[config.mk]
export PLATFORM = sky130hd
export DESIGN_NAME = linear_probe_hash_table
export DESIGN_NICKNAME = d
export VERILOG_FILES = /design/src/sv/lph_pkg.sv /design/src/sv/linear_probe_hash_table.sv /design/src/sv/lph_ctrl.sv /design/src/sv/lph_dp.sv
export SDC_FILE = /design/constraint.sdc
export NUM_CORES = 1
export LEC_CHECK = 0
export ABC_AREA = 0
export BUFFER_PORTS_ARGS = -buffer_cell sky130_fd_sc_hd__buf_4
export CORE_MARGIN = 3
export CORE_UTILIZATION = 45
export DETAILED_ROUTE_END_ITERATION = 6
export REMOVE_ABC_BUFFERS = 1
export SETUP_SLACK_MARGIN = 0.05
export SLEW_MARGIN = 10
export SYNTH_ARGS = -nofsm -noshare
export SYNTH_HDL_FRONTEND = slang
export SYNTH_HIERARCHICAL = 1
export SYNTH_SLANG_ARGS = --single-unit
[constraint.sdc]
create_clock -name i_clk -period 6.5 [get_ports i_clk]
set_input_delay 0 -clock i_clk [delete_from_list [all_inputs] [get_ports i_clk]]
set_output_delay 0 -clock i_clk [all_outputs]
set_load 0.02 [all_outputs]
[src/sv/lph_pkg.sv]
// Shared types and constants for the linear-probing hash table.
// Used by the controller, the datapath and the top level; depends on nothing.
package lph_pkg;

    // Default slot count handed down from the top level.
    localparam int SLOTS_DEF = 8;

    localparam int CMD_W    = 2;
    localparam int KEY_W    = 32;
    localparam int DATA_W   = 32;
    localparam int STATUS_W = 2;
    localparam int MARK_W   = 2;

    // The home slot is computed eight key bits per cycle, over HASH_STEPS steps.
    localparam int HASH_BITS  = 8;
    localparam int HASH_STEPS = KEY_W / HASH_BITS;
    localparam int HCNT_W     = $clog2(HASH_STEPS);

    // Operation codes.
    localparam logic [CMD_W-1:0] CMD_INSERT = 2'd0;
    localparam logic [CMD_W-1:0] CMD_SEARCH = 2'd1;
    localparam logic [CMD_W-1:0] CMD_REMOVE = 2'd2;

    // Result status codes.
    localparam logic [STATUS_W-1:0] ST_OK      = 2'd0;
    localparam logic [STATUS_W-1:0] ST_MISSING = 2'd1;
    localparam logic [STATUS_W-1:0] ST_FULL    = 2'd2;

    // Slot marks kept in the mark memory; an empty slot is one whose valid bit is clear.
    localparam logic [MARK_W-1:0] MARK_USED = 2'd1;
    localparam logic [MARK_W-1:0] MARK_TOMB = 2'd2;

    typedef enum logic [1:0] {
        S_IDLE,
        S_HASH,
        S_PROBE,
        S_COMMIT
    } t_state;

    // Commands from the controller to the datapath.
    typedef struct packed {
        logic load;
        logic hash_step;
        logic probe_step;
        logic commit;
    } t_ctl_cmd;

    // Status from the datapath to the controller.
    typedef struct packed {
        logic hash_last;
        logic probe_done;
    } t_ctl_sts;

endpackage

[src/sv/linear_probe_hash_table.sv]
// Top level of the linear-probing hash table: joins controller and datapath.
// Depends on lph_pkg, lph_ctrl and lph_dp.

// An open-addressed key/value table of SLOTS entries. A request is taken at a
// clock edge where start is high and busy is low; it carries an operation
// (insert or update, search, remove), a key and a value. Exactly one result
// comes back per request: o_done is high for a single cycle while o_status
// and o_data_out hold it, and the receiver cannot stall, so it must take the
// result in that cycle. A request is handled in steps, in this order: the
// home slot is computed, key modulo SLOTS, eight key bits per cycle; the
// probe then visits 1 to SLOTS slots, one slot per cycle, from the slot
// memories, whose read is registered; the commit step writes the table, and
// the result shows in the cycle after it. Busy falls in the result cycle, so
// the next request may be accepted at the edge that ends it; no new request
// is taken while one is in progress. An insert of a new key goes into the
// first tombstone passed, else into the empty slot that ended the probe; if
// neither exists the insert is rejected with the table-full status and
// nothing changes. A remove leaves a tombstone. All slots are empty after
// reset, with no clearing pass.
module linear_probe_hash_table
    import lph_pkg::*;
#(
    parameter int SLOTS = SLOTS_DEF
) (
    input  logic                i_clk,
    input  logic                i_rst_n,
    input  logic                start,
    output logic                busy,
    input  logic [CMD_W-1:0]    i_cmd,
    input  logic [KEY_W-1:0]    i_key,
    input  logic [DATA_W-1:0]   i_data_in,
    output logic                o_done,
    output logic [STATUS_W-1:0] o_status,
    output logic [DATA_W-1:0]   o_data_out
);

    t_ctl_cmd ctl_cmd;
    t_ctl_sts ctl_sts;

    // The controller sequences load, home-slot computation, probe and commit.
    lph_ctrl u_ctrl (
        .i_clk   (i_clk),
        .i_rst_n (i_rst_n),
        .i_start (start),
        .i_sts   (ctl_sts),
        .o_cmd   (ctl_cmd),
        .o_busy  (busy)
    );

    // The datapath holds the slot memories and produces the result.
    lph_dp #(
        .SLOTS (SLOTS)
    ) u_dp (
        .i_clk      (i_clk),
        .i_rst_n    (i_rst_n),
        .i_cmd      (ctl_cmd),
        .o_sts      (ctl_sts),
        .i_op       (i_cmd),
        .i_key      (i_key),
        .i_data_in  (i_data_in),
        .o_done     (o_done),
        .o_status   (o_status),
        .o_data_out (o_data_out)
    );

endmodule

[src/sv/lph_ctrl.sv]
// Sequencing state machine for the linear-probing hash table.
// Depends on lph_pkg for the state type and the command/status structs.
module lph_ctrl
    import lph_pkg::*;
(
    input  logic     i_clk,
    input  logic     i_rst_n,
    input  logic     i_start,
    input  t_ctl_sts i_sts,
    output t_ctl_cmd o_cmd,
    output logic     o_busy
);

    t_state r_state;
    t_state n_state;

    always_ff @(posedge i_clk) begin
        if (!i_rst_n) begin
            r_state <= S_IDLE;
        end else begin
            r_state <= n_state;
        end
    end

    always_comb begin
        n_state = r_state;
        case (r_state)
            S_IDLE: begin
                if (i_start) n_state = S_HASH;
            end
            S_HASH: begin
                if (i_sts.hash_last) n_state = S_PROBE;
            end
            S_PROBE: begin
                if (i_sts.probe_done) n_state = S_COMMIT;
            end
            S_COMMIT: begin
                n_state = S_IDLE;
            end
            default: begin
                n_state = S_IDLE;
            end
        endcase
    end

    always_comb begin
        o_cmd  = '0;
        o_busy = 1'b1;
        case (r_state)
            S_IDLE: begin
                o_busy   = 1'b0;
                o_cmd.load = i_start;
            end
            S_HASH: begin
                o_cmd.hash_step = 1'b1;
            end
            S_PROBE: begin
                o_cmd.probe_step = !i_sts.probe_done;
            end
            S_COMMIT: begin
                o_cmd.commit = 1'b1;
            end
            default: begin
                o_busy = 1'b1;
            end
        endcase
    end

endmodule

[src/sv/lph_dp.sv]
// Datapath of the linear-probing hash table: request registers, home-slot
// residue unit, probe pointer, slot memories and result registers. Uses lph_pkg.
module lph_dp
    import lph_pkg::*;
#(
    parameter int SLOTS = SLOTS_DEF
) (
    input  logic                i_clk,
    input  logic                i_rst_n,
    input  t_ctl_cmd            i_cmd,
    output t_ctl_sts            o_sts,
    input  logic [CMD_W-1:0]    i_op,
    input  logic [KEY_W-1:0]    i_key,
    input  logic [DATA_W-1:0]   i_data_in,
    output logic                o_done,
    output logic [STATUS_W-1:0] o_status,
    output logic [DATA_W-1:0]   o_data_out
);

    localparam int IDX_W = $clog2(SLOTS);
    localparam int CNT_W = $clog2(SLOTS + 1);
    localparam logic [IDX_W:0]   SLOTS_X  = (IDX_W + 1)'(SLOTS);
    localparam logic [IDX_W-1:0] LAST_IDX = IDX_W'(SLOTS - 1);
    localparam logic [CNT_W-1:0] LAST_CNT = CNT_W'(SLOTS - 1);

    // Request registers.
    logic [CMD_W-1:0]  r_op;
    logic [KEY_W-1:0]  r_key;
    logic [DATA_W-1:0] r_din;

    // Residue unit.
    logic [KEY_W-1:0]  r_kshift;
    logic [IDX_W-1:0]  r_res;
    logic [IDX_W-1:0]  n_res;
    logic [HCNT_W-1:0] r_hcnt;

    // Probe state.
    logic [IDX_W-1:0] r_ptr;
    logic [IDX_W-1:0] r_rd_pos;
    logic             r_rd_ok;
    logic [CNT_W-1:0] r_cnt;

    // Slot storage.
    logic [SLOTS-1:0]  r_slot_vld;
    logic [MARK_W-1:0] r_mark_mem [SLOTS];
    logic [KEY_W-1:0]  r_key_mem  [SLOTS];
    logic [DATA_W-1:0] r_data_mem [SLOTS];
    logic              r_rd_vld;
    logic [MARK_W-1:0] r_rd_mark;
    logic [KEY_W-1:0]  r_rd_key;
    logic [DATA_W-1:0] r_rd_data;

    // Probe outcome.
    logic              r_hit;
    logic [IDX_W-1:0]  r_hit_at;
    logic [DATA_W-1:0] r_hit_data;
    logic              r_emp;
    logic [IDX_W-1:0]  r_emp_at;
    logic              r_tomb;
    logic [IDX_W-1:0]  r_tomb_at;

    // Result registers.
    logic                r_done;
    logic [STATUS_W-1:0] r_status;
    logic [DATA_W-1:0]   r_dout;

    // Eight steps of shift-in-a-bit then conditional subtract keep the
    // running residue below SLOTS.
    always_comb begin
        logic [IDX_W:0] h;
        h     = '0;
        n_res = r_res;
        for (int i = 0; i < HASH_BITS; i++) begin
            h = {n_res, r_kshift[KEY_W-1-i]};
            if (h >= SLOTS_X) h = h - SLOTS_X;
            n_res = h[IDX_W-1:0];
        end
    end

    logic e_empty;
    logic e_used;
    logic e_hit;
    logic e_tomb;
    logic e_stop;

    assign e_empty = !r_rd_vld;
    assign e_used  = r_rd_vld && (r_rd_mark == MARK_USED);
    assign e_hit   = e_used && (r_rd_key == r_key);
    assign e_tomb  = r_rd_vld && !e_used;
    assign e_stop  = e_empty || e_hit || (r_cnt == LAST_CNT);

    assign o_sts.hash_last  = (r_hcnt == HCNT_W'(HASH_STEPS - 1));
    assign o_sts.probe_done = r_rd_ok && e_stop;

    always_ff @(posedge i_clk) begin
        if (i_cmd.load) begin
            r_op     <= i_op;
            r_key    <= i_key;
            r_din    <= i_data_in;
            r_kshift <= i_key;
            r_res    <= '0;
            r_hcnt   <= '0;
        end
        if (i_cmd.hash_step) begin
            r_kshift <= r_kshift << HASH_BITS;
            r_res    <= n_res;
            r_hcnt   <= r_hcnt + 1'b1;
            r_ptr    <= n_res;
            r_cnt    <= '0;
            r_hit    <= 1'b0;
            r_emp    <= 1'b0;
            r_tomb   <= 1'b0;
        end
        if (i_cmd.probe_step) begin
            r_ptr    <= (r_ptr == LAST_IDX) ? '0 : r_ptr + 1'b1;
            r_rd_pos <= r_ptr;
        end
        if (i_cmd.probe_step && r_rd_ok) begin
            r_cnt <= r_cnt + 1'b1;
        end
        // The slot that closes a full lap can still be the first tombstone.
        if (r_rd_ok && !i_cmd.commit && e_tomb && !r_tomb) begin
            r_tomb    <= 1'b1;
            r_tomb_at <= r_rd_pos;
        end
        if (r_rd_ok && e_stop && !i_cmd.commit) begin
            r_hit      <= e_hit;
            r_hit_at   <= r_rd_pos;
            r_hit_data <= r_rd_data;
            r_emp      <= e_empty;
            r_emp_at   <= r_rd_pos;
        end
    end

    // Pending read marker: set once the first slot read has been issued.
    always_ff @(posedge i_clk) begin
        if (!i_rst_n) begin
            r_rd_ok <= 1'b0;
        end else if (i_cmd.hash_step || i_cmd.commit) begin
            r_rd_ok <= 1'b0;
        end else if (i_cmd.probe_step) begin
            r_rd_ok <= 1'b1;
        end
    end

    // Write decode for the commit cycle.
    logic              ins_new;
    logic              we_data;
    logic              we_mark;
    logic [IDX_W-1:0]  wr_at;
    logic [MARK_W-1:0] wr_mark;

    always_comb begin
        ins_new = (r_op == CMD_INSERT) && !r_hit && (r_tomb || r_emp);
        we_data = i_cmd.commit && (r_op == CMD_INSERT) && (r_hit || r_tomb || r_emp);
        we_mark = i_cmd.commit && (ins_new || ((r_op == CMD_REMOVE) && r_hit));
        wr_mark = (r_op == CMD_REMOVE) ? MARK_TOMB : MARK_USED;
        if (r_hit) begin
            wr_at = r_hit_at;
        end else if (r_tomb) begin
            wr_at = r_tomb_at;
        end else begin
            wr_at = r_emp_at;
        end
    end

    always_ff @(posedge i_clk) begin
        if (!i_rst_n) begin
            r_slot_vld <= '0;
        end else if (we_mark) begin
            r_slot_vld[wr_at] <= 1'b1;
        end
    end

    always_ff @(posedge i_clk) begin
        if (we_mark) begin
            r_mark_mem[wr_at] <= wr_mark;
        end
        if (i_cmd.commit && ins_new) begin
            r_key_mem[wr_at] <= r_key;
        end
        if (we_data) begin
            r_data_mem[wr_at] <= r_din;
        end
        r_rd_vld  <= r_slot_vld[r_ptr];
        r_rd_mark <= r_mark_mem[r_ptr];
        r_rd_key  <= r_key_mem[r_ptr];
        r_rd_data <= r_data_mem[r_ptr];
    end

    // Result registers.
    always_ff @(posedge i_clk) begin
        if (!i_rst_n) begin
            r_done <= 1'b0;
        end else begin
            r_done <= i_cmd.commit;
        end
    end

    always_ff @(posedge i_clk) begin
        if (i_cmd.commit) begin
            case (r_op)
                CMD_INSERT: begin
                    r_status <= (r_hit || r_tomb || r_emp) ? ST_OK : ST_FULL;
                    r_dout   <= '0;
                end
                CMD_SEARCH: begin
                    r_status <= r_hit ? ST_OK : ST_MISSING;
                    r_dout   <= r_hit ? r_hit_data : '0;
                end
                CMD_REMOVE: begin
                    r_status <= r_hit ? ST_OK : ST_MISSING;
                    r_dout   <= '0;
                end
                default: begin
                    r_status <= ST_MISSING;
                    r_dout   <= '0;
                end
            endcase
        end
    end

    assign o_done     = r_done;
    assign o_status   = r_status;
    assign o_data_out = r_dout;

endmodule
Word-level counts from Yosys, hierarchy flattened
Memories as Yosys holds them, arrays and structs flattened. A register that Yosys moved wholly into a read port is not among the register bits.
Cells that the tools add are included.
- flip-flop bits (word level): 201
- RAM bits: 528
- output and inout bits: 36
- memories: 3
- $add $sub $neg: 11
- magnitude comparators: 11
- eq/ne operators: 13
- mux-type cells: 47
- bitwise logic cells: 2
- reduce and logical (&&, ||, !) cells: 40
- memories (memory ; words ; bits a word ; read ports ; clocked after Yosys merged registers in ; wr ports ; RTL line ; text):
    u_dp.r_data_mem ; 8 ; 32 ; 1 ; 1 ; 1 ; lph_dp.sv:47 ; logic [DATA_W-1:0] r_data_mem [SLOTS];
    u_dp.r_key_mem ; 8 ; 32 ; 1 ; 1 ; 1 ; lph_dp.sv:46 ; logic [KEY_W-1:0] r_key_mem [SLOTS];
    u_dp.r_mark_mem ; 8 ; 2 ; 1 ; 1 ; 1 ; lph_dp.sv:45 ; logic [MARK_W-1:0] r_mark_mem [SLOTS];
- operators by type and width (cell ; number):
    $mux W32 ; 2
    $mux W3 ; 15
    $eq A32 B32 Y1 ; 1
    $ge A4 B4 Y1 const B ; 8
    $sub A3 B1 Y3 const B ; 8
    $logic_and A1 B1 Y1 ; 17
    $mux W1 ; 17
    $mux W2 ; 7
    $eq A2 B2 Y1 const B ; 4
    $lt A3 B4 Y1 const B ; 2
    $mux W4 ; 2
    $or A8 B8 Y8 ; 1
    $pmux W2 S4 ; 1
    $reduce_bool A2 Y1 ; 4
    $logic_or A1 B1 Y1 ; 7
    $eq A2 B1 Y1 const B ; 3
    $logic_not A1 Y1 ; 6
    $add A4 B1 Y4 const B ; 1
    $eq A4 B3 Y1 const B ; 1
    $logic_not A2 Y1 ; 2
    $ne A2 B2 Y1 const B ; 2
    $pmux W2 S2 ; 1
    $reduce_or A2 Y1 ; 2
    $add A3 B1 Y3 const B ; 1
    9 further kinds ; 9

Longest topological paths before layout
- word-level depth: 18
- mapped depth: 9

By module
The synthesis kept the hierarchy.
- modules (own cells, without submodules) (module ; instances ; cells each ; area each (um^2) ; sequential area each (um^2)):
    lph_dp ; 1 ; 1221 ; 27935.5 ; 22311.4
    lph_ctrl ; 1 ; 20 ; 188.9 ; 40.0

Worst setup path before layout
Ideal clock, no wire load.
- path kind: reg2reg
- start point: register u_ctrl.r_state[0]
- end point: register u_dp.r_hcnt[0], enable pin
- library setup time: 0.323 ns
- data arrival time: 4.351 ns
- data required time: 6.177 ns
- setup slack: 1.827 ns
- cell stages (with the launch flop): 6
- period minus slack after synthesis: 4.673 ns
- cells stage by stage: dfxtp_1 -> inv_1 -> ha_1 -> inv_1 -> nor2_1 -> or2_2
- RTL lines (element ; RTL line ; text):
    from (decl) ; lph_ctrl.sv:14 ; t_state r_state;
    from (signal assigned) ; lph_ctrl.sv:21 ; r_state <= n_state;
    to (signal assigned) ; lph_dp.sv:107 ; r_hcnt <= r_hcnt + 1'b1;
    to (decl) ; lph_dp.sv:35 ; logic [HCNT_W-1:0] r_hcnt;

==> results.cfg <==
[sta]
slew_headroom_pct = 24.0
setup_viol = 0
hold_violations = 0
skew_ns = 0.0240
period_minus_slack_ns = 3.14
clock.fmax_mhz = 318
hold_slack_ns = 0.0639
fin_setup_tns_ns = 0
rsz0062_at_grt = false
worst_slew_pin_slew_ns = 1.12
timing.final.crit_share_pct = 48.3
drv_slew = 0

[critical_path]
crit_family = buffers and inverters
r2r_cells = 5
path_buf_inv = 2
endpoint_kind = register
cpMaxStageDelayCell = o2111ai_2
cp_num_cells = 5
cp-start-kind = register
cp_max_fo = 40
critPathKind = reg2reg
crit_arrival_ns = 3.38
cp_data_required_time_ns = 6.74
slowest_delay_ns = 0.68
path_cells = ha_2 -> buf_4 -> o2111ai_2 -> nor2_4 -> buf_4
timing.critical_path.mode_cell = buf_4

[placement]
port-buffer-count = 104
hpwl_mm = 28.3
routabilityCongestion = 0.719

[drt]
viasPerCell = 5.29
dr_wl_met2_mm = 27.6
via_count = 12500
drt_iter0_markers = 983
top_layer_used = met4
route.met3.wl_mm = 3.06
wl_per_cell_um = 23.6
drtPass1Iterations = 5
ant_nets = 0
met1Wirelength_mm = 24.1
drc = 0
drt_wl_total_mm = 55.8

[logic_synthesis]
synthAdderAreaFrac_pct = 0.489
synth_area_um2 = 28100
muxShareOfSynthArea_pct = 14.5
syn_inst = 1241
ys_types = 44
synth-edff-count = 689
ys_top_cells_by_area = edfxtp_1 (74%), mux4_2 (10%), dfxtp_1 (5.9%)
synth_top_area_cell = edfxtp_1
synth_flop_cell = edfxtp_1
synth_top_family_by_area = multiplexers
synth_xor_area_share_pct = 1.06
synth-simple-area-share_pct = 2.26
synth_compound_area_share_pct = 0.859
yosysTopAreaCellShare_pct = 73.6
async_reset_ff_share_pct = 0
yosys_warnings = 6
ys_ff_latch = 772
seq_area_frac_synth_pct = 79.5
syn_avg_cell_area_um2 = 22.7

[finish]
multi_input_area_um2 = 5540
seq_area_um2 = 22400
final_nets = 1547
drive_gt1_share_pct = 30.8
final_cell_mix = edfxtp_1 (689), mux4_2 (130), buf_4 (128), dfxtp_1 (83), clkbuf_16 (79)
final_common_cell = edfxtp_1
fill_cells = 4783
syn2layout_area_growth_pct = 18.2

[clock_tree]
clk_path_buf_depth = 3
cts_buffers = 78
cts_setup_buffers = 0
cts_root_buf = clkbuf_16
clk_pin_slew_ns = 0.06
htree_levels = 3
cts.sinks = 772
cts_tree = done
clkLatencyLatePin_ns = 0.61

[pwr]
leakage_nw = 11.1
peakVddDrop_v = 0.000505
p_total_w = 0.0137
power_density_nw_per_um2 = 413

[outcome]
status = finished, final reports clean

[floorplan]
die_w_um = 256
coreArea_um2 = 61700
start_util_pct = 45.6
ioPinCount = 105
num_rows = 91
die_h_um = 256
dieArea_um2 = 65500

[global_routing]
grt_max_degree = 137
overflow = 0
grt_usage_pct = 17.3
grt_first_pass_wirelength_mm = 84.3
antenna_found_initial = 0
grt_pass1_vias = 13200

[min_path]
min_path_type = in2reg
hold_depth = 4

[run]
max-cap-violations = 0
## timing repair
action,4_1_cts,5_1_grt
hold endpoints to repair,90,0
gates resized for setup,0,0
hold buffers,67,0
setup endpoints to repair,0,0
## cell usage after synthesis, types with 2 or more instances
cell type	number
edfxtp_1	689
mux4_2	130
dfxtp_1	83
mux2_4	49
nor2_1	36
and3_1	33
xnor2_1	30
clkbuf_1	24
buf_2	20
mux2_2	20
nand2_1	17
inv_1	12
ha_1	11
a22o_1	9
mux2i_1	8
o21a_1	8
nand4_1	7
buf_12	6
mux4_1	4
nand3_1	4
nor2b_1	4
xor2_1	4
and2_1	3
nand2b_1	3
nor4b_1	3
o21ai_0	3
nor4_1	2
o21ai_1	2
or2_2	2
## cells by family (layout without fill, tap and decap cells)
| kind of cell | after synthesis | count (layout) |
|---|---|---|
| muxes | 212 | 212 |
| AOI/OAI and AO/OA | 29 | 29 |
| buffers and inverters | 64 | 354 |
| other | 0 | 1 |
| DFF | 772 | 772 |
| xor gates and xnor gates | 34 | 34 |
| adders and majority gates | 11 | 11 |
| and+or+nand+nor | 119 | 119 |
## power by group
part / internal [W] / total (W) / leakage, nW / switching (W)
logic: 0.00146 / 0.00277 / 2.93 / 0.00131
registers: 0.00618 / 0.00652 / 6.96 / 0.000339
clock network: 0.00263 / 0.00445 / 1.26 / 0.00181
## sequential cells by signal, summed over array words and instances (netlist names), 32 cells and up
name	count
u_dp/r_rd_data	32
u_dp/r_rd_key	32
u_dp/r_key	32
u_dp/o_data_out	32
u_dp/r_key_mem	256
u_dp/r_din	32
u_dp/r_hit_data	32
u_dp/r_data_mem	256
## final cells by class
| type | count | share of cell area [%] |
|---|---|---|
| clock inverters | 42 | 1.34 |
| well taps | 837 | 3.15 |
| clock buffers | 102 | 6.39 |
| flip-flops and latches | 772 | 67.2 |
| repair buffers | 198 | 5.09 |
| inverters | 12 | 0.135 |
| multi-input cells | 405 | 16.7 |
| diodes | 1 | 0.00753 |
## worst paths after layout
check	slack [ns]	from	end
worst max register to register	3.36	u_ctrl/r_state[1]	u_dp/r_key_mem[3][4]
worst min-delay path	0.06	start	u_ctrl/r_state[0]
worst max-delay path	3.36	u_ctrl/r_state[1]	u_dp/r_key_mem[3][4]
worst min register to register	0.40	u_dp/r_rd_data[27]	u_dp/r_hit_data[27]
## per-layer routing
metal  track usage, %  vias up
li1                 -     5527
met1             23.8     6612
met2             28.6      330
met3             3.45       73
met4             4.40        0
met5                0        -
## worst min-delay path, cell delays in order
cell	delay, ns
buf_4	0.11
inv_1	0.26
a221oi_4	0.12
mux2i_1	0.12
## per-stage QoR
stage / instance area [µm²] / util [%] / worst slack [ns] / std cells
2_1_floorplan: 27800 / - / 0.0990 / 1189
3_3_place_gp: 30000 / 48.6 / 3.42 / 2157
3_5_place_dp: 30000 / 48.6 / 3.32 / 2157
4_1_cts: 33200 / 53.9 / 3.31 / 2368
5_1_grt: 33200 / 53.9 / 3.18 / 2368
6_report: 33300 / 53.9 / 3.36 / 2369
Power figures use the tool's default switching activity.
